--- config.mk ---
export PLATFORM = sky130hd
export DESIGN_NAME = ps2_mouse_packet_tracker
export DESIGN_NICKNAME = d
export VERILOG_FILES = /design/src/hdl/ps2mt_pkg.sv /design/src/hdl/ps2mt_fifo.sv /design/src/hdl/ps2mt_front.sv /design/src/hdl/ps2mt_back.sv /design/src/hdl/ps2_mouse_packet_tracker.sv
export SDC_FILE = /design/constraint.sdc
export NUM_CORES = 1
export LEC_CHECK = 0
export ABC_AREA = 1
export BUFFER_PORTS_ARGS = -buffer_cell sky130_fd_sc_hd__buf_2
export CAP_MARGIN = 15
export CORE_MARGIN = 2
export CORE_UTILIZATION = 45
export CTS_BUF_LIST = sky130_fd_sc_hd__clkbuf_8
export DETAILED_ROUTE_END_ITERATION = 6
export PLACE_DENSITY_LB_ADDON = 0.2
export SLEW_MARGIN = 20
export SYNTH_ARGS = -nofsm -noshare
export SYNTH_HDL_FRONTEND = slang
export SYNTH_SLANG_ARGS = --single-unit
export TNS_END_PERCENT = 100
--- constraint.sdc ---
create_clock -name clk -period 5 [get_ports clk]
set_clock_uncertainty 0.1 [all_clocks]
set_input_delay 0.25 -clock clk [delete_from_list [all_inputs] [get_ports clk]]
set_output_delay 0.25 -clock clk [all_outputs]
set_load 0.02 [all_outputs]
--- src/hdl/ps2mt_pkg.sv ---
// ----------------------------------------------------------------------------
// ps2mt_pkg
// types, constants and helpers shared by the ps2 mouse packet tracker
// ----------------------------------------------------------------------------
package ps2mt_pkg;

  localparam int unsigned SIZE_W  = 13;
  localparam int unsigned COORD_W = 12;
  localparam int unsigned DELTA_W = 9;
  localparam int unsigned SUM_W   = 14;

  localparam logic [SIZE_W-1:0] WIDTH_RESET  = 13'd1024;
  localparam logic [SIZE_W-1:0] HEIGHT_RESET = 13'd768;

  // header bits
  localparam int unsigned HDR_LEFT_BIT  = 0;
  localparam int unsigned HDR_SYNC_BIT  = 3;
  localparam int unsigned HDR_XSIGN_BIT = 4;
  localparam int unsigned HDR_YSIGN_BIT = 5;

  // register index taken from paddr[2]
  localparam logic REG_WIDTH  = 1'b0;
  localparam logic REG_HEIGHT = 1'b1;

  typedef enum logic [1:0] {
    EV_MOVE = 2'd0,
    EV_DOWN = 2'd1,
    EV_UP   = 2'd2
  } event_kind_t;

  typedef enum logic [2:0] {
    PH_HEADER = 3'b001,
    PH_XDELTA = 3'b010,
    PH_YDELTA = 3'b100
  } phase_t;

  typedef struct packed {
    logic signed [DELTA_W-1:0] dx;
    logic signed [DELTA_W-1:0] dy;
    logic                      left;
  } pkt_t;

  function automatic logic [COORD_W-1:0] clamp_max(input logic [SIZE_W-1:0] size);
    logic [COORD_W-1:0] m;
    if (size == '0) begin
      m = '0;
    end else if (size[SIZE_W-1]) begin
      m = '1;
    end else begin
      m = COORD_W'(size - 1'b1);
    end
    return m;
  endfunction

  function automatic logic [COORD_W-1:0] clamp_coord(input logic signed [SUM_W-1:0] v,
                                                     input logic [COORD_W-1:0] maxv);
    logic [COORD_W-1:0] r;
    if (v < 0) begin
      r = '0;
    end else if (v[SUM_W-2:0] > {1'b0, maxv}) begin
      r = maxv;
    end else begin
      r = v[COORD_W-1:0];
    end
    return r;
  endfunction

endpackage

--- src/hdl/ps2mt_fifo.sv ---
// ----------------------------------------------------------------------------
// ps2mt_fifo
// small register queue carrying packets from the byte front end to the back end
// ----------------------------------------------------------------------------
module ps2mt_fifo #(
  parameter int Width = 19,
  parameter int Depth = 4
) (
  input  logic             clk,
  input  logic             rst,
  input  logic             push,
  input  logic [Width-1:0] push_data,
  output logic             push_ready,
  input  logic             pop,
  output logic [Width-1:0] pop_data,
  output logic             pop_valid
);

  localparam int PtrW = (Depth > 1) ? $clog2(Depth) : 1;
  localparam int CntW = $clog2(Depth + 1);

  logic [Width-1:0] mem [Depth];
  logic [PtrW-1:0]  wr_ptr;
  logic [PtrW-1:0]  rd_ptr;
  logic [CntW-1:0]  count;
  logic             do_push;
  logic             do_pop;

  assign push_ready = (count != CntW'(Depth));
  assign pop_valid  = (count != '0);
  assign pop_data   = mem[rd_ptr];
  assign do_push    = push && push_ready;
  assign do_pop     = pop && pop_valid;

  always_ff @(posedge clk) begin
    if (do_push) begin
      mem[wr_ptr] <= push_data;
    end
  end

  always_ff @(posedge clk) begin
    if (rst) begin
      wr_ptr <= '0;
      rd_ptr <= '0;
      count  <= '0;
    end else begin
      if (do_push) begin
        wr_ptr <= (wr_ptr == PtrW'(Depth - 1)) ? '0 : wr_ptr + 1'b1;
      end
      if (do_pop) begin
        rd_ptr <= (rd_ptr == PtrW'(Depth - 1)) ? '0 : rd_ptr + 1'b1;
      end
      if (do_push && !do_pop) begin
        count <= count + 1'b1;
      end else if (do_pop && !do_push) begin
        count <= count - 1'b1;
      end
    end
  end

endmodule

--- src/hdl/ps2mt_front.sv ---
// ----------------------------------------------------------------------------
// ps2mt_front
// takes data words, filters mouse bytes and assembles three-byte packets
// ----------------------------------------------------------------------------
module ps2mt_front (
  input  logic              clk,
  input  logic              rst,
  input  logic              in_valid,
  output logic              in_ready,
  input  logic [7:0]        data_byte,
  input  logic              from_mouse,
  output logic              push,
  output ps2mt_pkg::pkt_t   push_pkt,
  input  logic              push_ready
);

  ps2mt_pkg::phase_t phase;
  logic [7:0]        header_byte;
  logic [7:0]        x_delta_byte;
  logic              take;

  assign in_ready = push_ready;
  assign take     = in_valid && in_ready && from_mouse;
  assign push     = take && (phase == ps2mt_pkg::PH_YDELTA);

  assign push_pkt.dx   = {header_byte[ps2mt_pkg::HDR_XSIGN_BIT], x_delta_byte};
  assign push_pkt.dy   = {header_byte[ps2mt_pkg::HDR_YSIGN_BIT], data_byte};
  assign push_pkt.left = header_byte[ps2mt_pkg::HDR_LEFT_BIT];

  always_ff @(posedge clk) begin
    if (rst) begin
      phase        <= ps2mt_pkg::PH_HEADER;
      header_byte  <= '0;
      x_delta_byte <= '0;
    end else if (take) begin
      unique case (phase)
        ps2mt_pkg::PH_XDELTA: begin
          x_delta_byte <= data_byte;
          phase        <= ps2mt_pkg::PH_YDELTA;
        end
        ps2mt_pkg::PH_YDELTA: begin
          phase <= ps2mt_pkg::PH_HEADER;
        end
        default: begin
          header_byte <= data_byte;
          phase       <= data_byte[ps2mt_pkg::HDR_SYNC_BIT] ? ps2mt_pkg::PH_XDELTA
                                                            : ps2mt_pkg::PH_HEADER;
        end
      endcase
    end
  end

endmodule

--- src/hdl/ps2mt_back.sv ---
// ----------------------------------------------------------------------------
// ps2mt_back
// applies packet deltas to the clamped cursor and emits move and button words
// ----------------------------------------------------------------------------
module ps2mt_back (
  input  logic                               clk,
  input  logic                               rst,
  input  logic [ps2mt_pkg::SIZE_W-1:0]       screen_width,
  input  logic [ps2mt_pkg::SIZE_W-1:0]       screen_height,
  input  logic                               pkt_valid,
  input  ps2mt_pkg::pkt_t                    pkt,
  output logic                               pkt_pop,
  output logic                               out_valid,
  input  logic                               out_ready,
  output logic [1:0]                         event_kind,
  output logic [ps2mt_pkg::COORD_W-1:0]      cursor_x_out,
  output logic [ps2mt_pkg::COORD_W-1:0]      cursor_y_out,
  output logic                               last
);

  logic [ps2mt_pkg::COORD_W-1:0]       cursor_x;
  logic [ps2mt_pkg::COORD_W-1:0]       cursor_y;
  logic                                left_was_down;
  logic                                pend;
  ps2mt_pkg::event_kind_t              pend_kind;
  logic                                out_free;
  logic                                btn;
  logic signed [ps2mt_pkg::SUM_W-1:0]  sum_x;
  logic signed [ps2mt_pkg::SUM_W-1:0]  sum_y;
  logic [ps2mt_pkg::COORD_W-1:0]       cursor_x_next;
  logic [ps2mt_pkg::COORD_W-1:0]       cursor_y_next;

  assign out_free = !out_valid || out_ready;
  assign pkt_pop  = pkt_valid && out_free && !pend;
  assign btn      = (pkt.left != left_was_down);

  assign sum_x = $signed({2'b00, cursor_x}) + ps2mt_pkg::SUM_W'(pkt.dx);
  assign sum_y = $signed({2'b00, cursor_y}) - ps2mt_pkg::SUM_W'(pkt.dy);
  assign cursor_x_next = ps2mt_pkg::clamp_coord(sum_x, ps2mt_pkg::clamp_max(screen_width));
  assign cursor_y_next = ps2mt_pkg::clamp_coord(sum_y, ps2mt_pkg::clamp_max(screen_height));

  always_ff @(posedge clk) begin
    if (rst) begin
      out_valid     <= 1'b0;
      pend          <= 1'b0;
      cursor_x      <= '0;
      cursor_y      <= '0;
      left_was_down <= 1'b0;
    end else if (out_free) begin
      if (pend) begin
        out_valid    <= 1'b1;
        event_kind   <= pend_kind;
        cursor_x_out <= cursor_x;
        cursor_y_out <= cursor_y;
        last         <= 1'b1;
        pend         <= 1'b0;
      end else if (pkt_pop) begin
        out_valid    <= 1'b1;
        event_kind   <= ps2mt_pkg::EV_MOVE;
        cursor_x_out <= cursor_x_next;
        cursor_y_out <= cursor_y_next;
        last         <= !btn;
        cursor_x     <= cursor_x_next;
        cursor_y     <= cursor_y_next;
        if (btn) begin
          pend          <= 1'b1;
          pend_kind     <= pkt.left ? ps2mt_pkg::EV_DOWN : ps2mt_pkg::EV_UP;
          left_was_down <= pkt.left;
        end
      end else begin
        out_valid <= 1'b0;
      end
    end
  end

endmodule

--- src/hdl/ps2_mouse_packet_tracker.sv ---
// ----------------------------------------------------------------------------
// ps2_mouse_packet_tracker
// cursor tracking from a ps2 mouse byte stream
// ----------------------------------------------------------------------------
// input channel: one word per byte read from the controller, data_byte plus
// from_mouse; words with from_mouse low are taken and dropped. mouse bytes
// form header, x delta and y delta packets, resyncing on header bit 3.
// output channel: per packet a move word with the clamped cursor, followed
// by a left button down or up word when the button changed; last marks the
// final word of a packet.
// a word is taken every cycle while the packet queue has room. the move word
// of a packet is registered in the packet queue and then in the output
// register; a button change adds a second word from the pending state. the
// back end holds one output register and is fed by a queue of Depth packets,
// so a stalled receiver stops the input only once that queue is full.
// apb registers: screen_width at 0x0, screen_height at 0x4, written while
// idle. reset clears cursor, button state and packet phase, empties the
// queue, and loads 1024 x 768.
// ----------------------------------------------------------------------------
module ps2_mouse_packet_tracker #(
  parameter int Depth = 4
) (
  input  logic        clk,
  input  logic        rst,
  input  logic        psel,
  input  logic        penable,
  input  logic        pwrite,
  input  logic [2:0]  paddr,
  input  logic [31:0] pwdata,
  output logic [31:0] prdata,
  output logic        pready,
  input  logic        in_valid,
  output logic        in_ready,
  input  logic [7:0]  data_byte,
  input  logic        from_mouse,
  output logic        out_valid,
  input  logic        out_ready,
  output logic [1:0]  event_kind,
  output logic [11:0] cursor_x_out,
  output logic [11:0] cursor_y_out,
  output logic        last
);

  localparam int PktW = $bits(ps2mt_pkg::pkt_t);

  logic [ps2mt_pkg::SIZE_W-1:0] screen_width;
  logic [ps2mt_pkg::SIZE_W-1:0] screen_height;
  logic                         push;
  logic                         push_ready;
  ps2mt_pkg::pkt_t              push_pkt;
  logic                         pop;
  logic                         pop_valid;
  logic [PktW-1:0]              pop_data;
  logic                         wr_en;

  assign pready = 1'b1;
  assign wr_en  = psel && penable && pwrite && pready;

  always_ff @(posedge clk) begin
    if (rst) begin
      screen_width  <= ps2mt_pkg::WIDTH_RESET;
      screen_height <= ps2mt_pkg::HEIGHT_RESET;
    end else if (wr_en) begin
      unique case (paddr[2])
        ps2mt_pkg::REG_WIDTH:  screen_width  <= pwdata[ps2mt_pkg::SIZE_W-1:0];
        ps2mt_pkg::REG_HEIGHT: screen_height <= pwdata[ps2mt_pkg::SIZE_W-1:0];
        default: ;
      endcase
    end
  end

  always_comb begin
    unique case (paddr[2])
      ps2mt_pkg::REG_WIDTH:  prdata = 32'(screen_width);
      ps2mt_pkg::REG_HEIGHT: prdata = 32'(screen_height);
      default:               prdata = '0;
    endcase
  end

  ps2mt_front u_front (
    .clk        (clk),
    .rst        (rst),
    .in_valid   (in_valid),
    .in_ready   (in_ready),
    .data_byte  (data_byte),
    .from_mouse (from_mouse),
    .push       (push),
    .push_pkt   (push_pkt),
    .push_ready (push_ready)
  );

  ps2mt_fifo #(
    .Width (PktW),
    .Depth (Depth)
  ) u_fifo (
    .clk        (clk),
    .rst        (rst),
    .push       (push),
    .push_data  (push_pkt),
    .push_ready (push_ready),
    .pop        (pop),
    .pop_data   (pop_data),
    .pop_valid  (pop_valid)
  );

  ps2mt_back u_back (
    .clk           (clk),
    .rst           (rst),
    .screen_width  (screen_width),
    .screen_height (screen_height),
    .pkt_valid     (pop_valid),
    .pkt           (ps2mt_pkg::pkt_t'(pop_data)),
    .pkt_pop       (pop),
    .out_valid     (out_valid),
    .out_ready     (out_ready),
    .event_kind    (event_kind),
    .cursor_x_out  (cursor_x_out),
    .cursor_y_out  (cursor_y_out),
    .last          (last)
  );

endmodule

==> results by group <==
STA
  • Setup violators final: 0
  • Tmin final: 4.64 ns
  • Worst-Margin Slew: 1.04 ns
  • Final max-slew violation count: 0
  • Setup TNS Final: 0 ns
  • Ratio of final minimum period to clock period: 92.9%
  • RSZ-0062 raised after global routing: true
  • Max Fclk: 215 MHz
  • Slew margin rel.: 30.7%
  • Number of failing hold endpoints at the final stage: 0

Die
  • Initial Util: 45.9%
  • DIE HEIGHT: 153 um
  • Die area: 23600 um^2
  • # rows: 54
  • Die X: 153 um
  • Num ports: 113
  • Placeable Area: 21900 um^2

Cells and area
  • Area grow syn2layout: 12.0%
  • Ant. Diodes: 0
  • Utilization after layout: 51.5%
  • Nets@finish: 1397
  • # fillers: 2122
  • Share of cells above drive strength 1: 11.5%

Routing
  • Met2 routed WL: 12200 um
  • Routed WL: 25100 um
  • Vias per cell: 5.25
  • Met3 WL post-DR: 939 um
  • DRC violations left: 0
  • ANT nets after route: 0
  • Drt wl/cell: 15.9 um
  • DR top layer: met4
  • DR vias: 8263
  • Router iterations before antenna repair: 5
  • DRT met1 WL: 11500 um
  • First DRT Iteration DRCs: 489

Synthesis
  • Top-area cell type share of the netlist area: 31.4%
  • EDFF count, synth: 105
  • Top post-synthesis cells by area: edfxtp_1 (31%), dfxtp_1 (15%), nand2_1 (8.0%)
  • Seq/Total Area, Yosys: 46.5%
  • Post-Syn Area: 10100 um^2
  • Top FF cell, synth: edfxtp_1
  • Syn_area_per_cell: 8.39 um^2
  • Async set or reset register ratio after synthesis: 0%
  • Most common cell in the netlist: nand2_1
  • Synth cell types: 45
  • #FFs+latches synth: 181
  • Post-synth top cells: nand2_1 (215), o21ai_0 (129), inv_1 (123), nor2_1 (118), edfxtp_1 (105)
  • Syn Inst Count: 1199
  • Yosys warning count: 0
  • Area leader, netlist: edfxtp_1

Setup path
  • Startpoint Class: register
  • Reg2Reg Setup Slack: 0.36 ns
  • Crit path max fanout: 21
  • Worst Path Required: 5.09 ns
  • CP Class: register to register
  • Crit Reg-Reg Endpoint: u_back.cursor_y_out[4]
  • Crit end category: register
  • Data arrival time of the worst path: 4.73 ns
  • Cell count of the worst reg-to-reg path: 27

GRT
  • Pin count of the biggest net entering global routing: 67
  • Tot GR Track Use: 21.5%
  • First-pass GRT wire length: 40200 um
  • Total gr overflow: 0
  • Initial antenna violation count: 0
  • Number of global-route vias before repair: 7753

Placed design
  • HPWL Detailed: 18200 um
  • Input/output buffers: 71
  • Routability congestion estimate from global placement: 0.904

CTS
  • Inserted Clock Buffers: 17
  • Clk Latency, worst-skew pair: 0.48 ns
  • H-tree depth: 4
  • CTS Sinks: 181
  • CTS root buf: clkbuf_8
  • CTS tree: yes
  • Maximum clock path buffer count: 2
  • Clk slew on worst S/H paths: 0.11 ns

Power
  • Worst vdd ir: 0.337 mV
  • Leak Pwr: 4.96 nW
  • Power density cells: 693 nW/um^2

Min path
  • Worst Hold Path Cells: 4
  • Hold path startpoint: from_mouse
  • WHS Endpoint: u_front.phase[0]
  • HP Class: input port to register

Outcome
  • Status: finished, final reports clean

Job
  • Max-cap violations: 0
## report_power, final
| part | switching [mW] | total (mW) | leakage, nW | internal [mW] |
|---|---|---|---|---|
| logic | 3.08 | 4.66 | 3.16 | 1.58 |
| registers | 0.194 | 2.13 | 1.60 | 1.93 |
| clock network | 0.634 | 1.02 | 0.200 | 0.385 |
| total | 3.91 | 7.81 | 4.96 | 3.90 |
## stage by stage
step	total power, mW	hold slack [ns]	cell area (um^2)	cells	setup slack, ns
after floorplan	5.60	0.249	10100	1217	0.815
after global placement	6.68	0.370	10600	1520	0.393
after detailed placement	6.77	0.374	10600	1520	0.337
after CTS	7.81	0.0673	11300	1575	0.264
after global routing	8.53	0.0980	11300	1575	-0.0320
final	7.81	0.0869	11300	1575	0.356
## cell usage in the layout, fill, tap and decap left out, types with 9 or more instances in the layout
master         netlist  layout
nand3_1             72      72
edfxtp_1           105     105
nand2_1            215     215
ha_1                61      61
buf_4               23      18
xor2_1              21      21
o21ai_0            129     128
o21ai_1             26      27
clkbuf_8             0      17
nor3_1               9       9
dfxtp_1             76      75
conb_1               2      20
a21oi_1             92      92
buf_2                3      71
inv_1              123     123
o22ai_1             11      11
dlygate4sd3_1        0      23
nand3_2             10      10
nor2_1             118     116
## state kept, by name (all words and copies together), names as in the netlist, 8 cells and up, named ones only
register and flops:
u_back.cursor_x_out 12, u_back.cursor_x 12, u_front.x_delta_byte 8, u_fifo.mem 76
screen_height 13, u_back.cursor_y 12, screen_width 13, u_back.cursor_y_out 12
## timing repair
| item | CTS | global route |
|---|---|---|
| hold endpoints to repair | 69 | 0 |
| resized for setup | 0 | 4 |
| hold buffers | 23 | 0 |
| endpoints found under the setup margin | 0 | 23 |
| buffers inserted | 0 | 0 |
## layer usage
metal	vias to the layer above	GRT usage, %
li1	4177	-
met1	3882	28.0
met2	175	37.0
met3	29	3.77
met4	0	5.68
met5	-	0
## cell families after synthesis
logic type / Yosys count / share of synthesized area (%)
AND/OR/NAND/NOR: 439 / 18.4
buffers and inverters: 198 / 8.60
AO/OA/AOI/OAI: 289 / 15.9
flip-flops: 181 / 46.5
XOR/XNOR: 26 / 2.41
other: 2 / 0.0747
adder cells (fa/ha/maj): 64 / 8.19
## cell type report
cell class | instances | area, um^2 | share of cell area (%)
clock buffers | 17 | 234 | 2.08
clock inverters | 15 | 181 | 1.61
inverters | 131 | 492 | 4.37
multi-input cells | 838 | 4600 | 40.8
flip-flops and latches | 181 | 4680 | 41.5
well taps | 280 | 350 | 3.11
repair buffers | 113 | 732 | 6.50
## how the worst max path moves through the flow
stage,end,slack [ns]
2_1_floorplan,u_back.cursor_y_out[1],0.82
5_1_grt,u_back.cursor_y_out[1],-0.03
3_5_place_dp,u_back.cursor_x_out[0],0.34
4_1_cts,u_back.cursor_x_out[0],0.26
6_report,u_back.cursor_y_out[4],0.36
3_3_place_gp,u_back.cursor_y_out[1],0.39
## worst max-delay path, stage by stage (launching register included)
cell and delay, ns:
dfxtp_1 0.34, inv_2 0.28, o21ai_0 0.14, o22ai_1 0.27, ha_1 0.25, inv_1 0.08
fa_1 0.43, nand3_1 0.10, nand3_1 0.15, a21oi_1 0.24, o21ai_0 0.13, xnor2_1 0.23
inv_1 0.07, ha_1 0.33, nand2_1 0.07, inv_1 0.03, nor2_1 0.07, o21a_1 0.12
nand2_1 0.06, nand2_1 0.05, nand2_1 0.04, nand2_1 0.05, nand2_1 0.05, nand2_1 0.20
buf_4 0.19, nand3_1 0.08, nand3_2 0.12, o21ai_1 0.07
(Power assumes the default switching activity.)
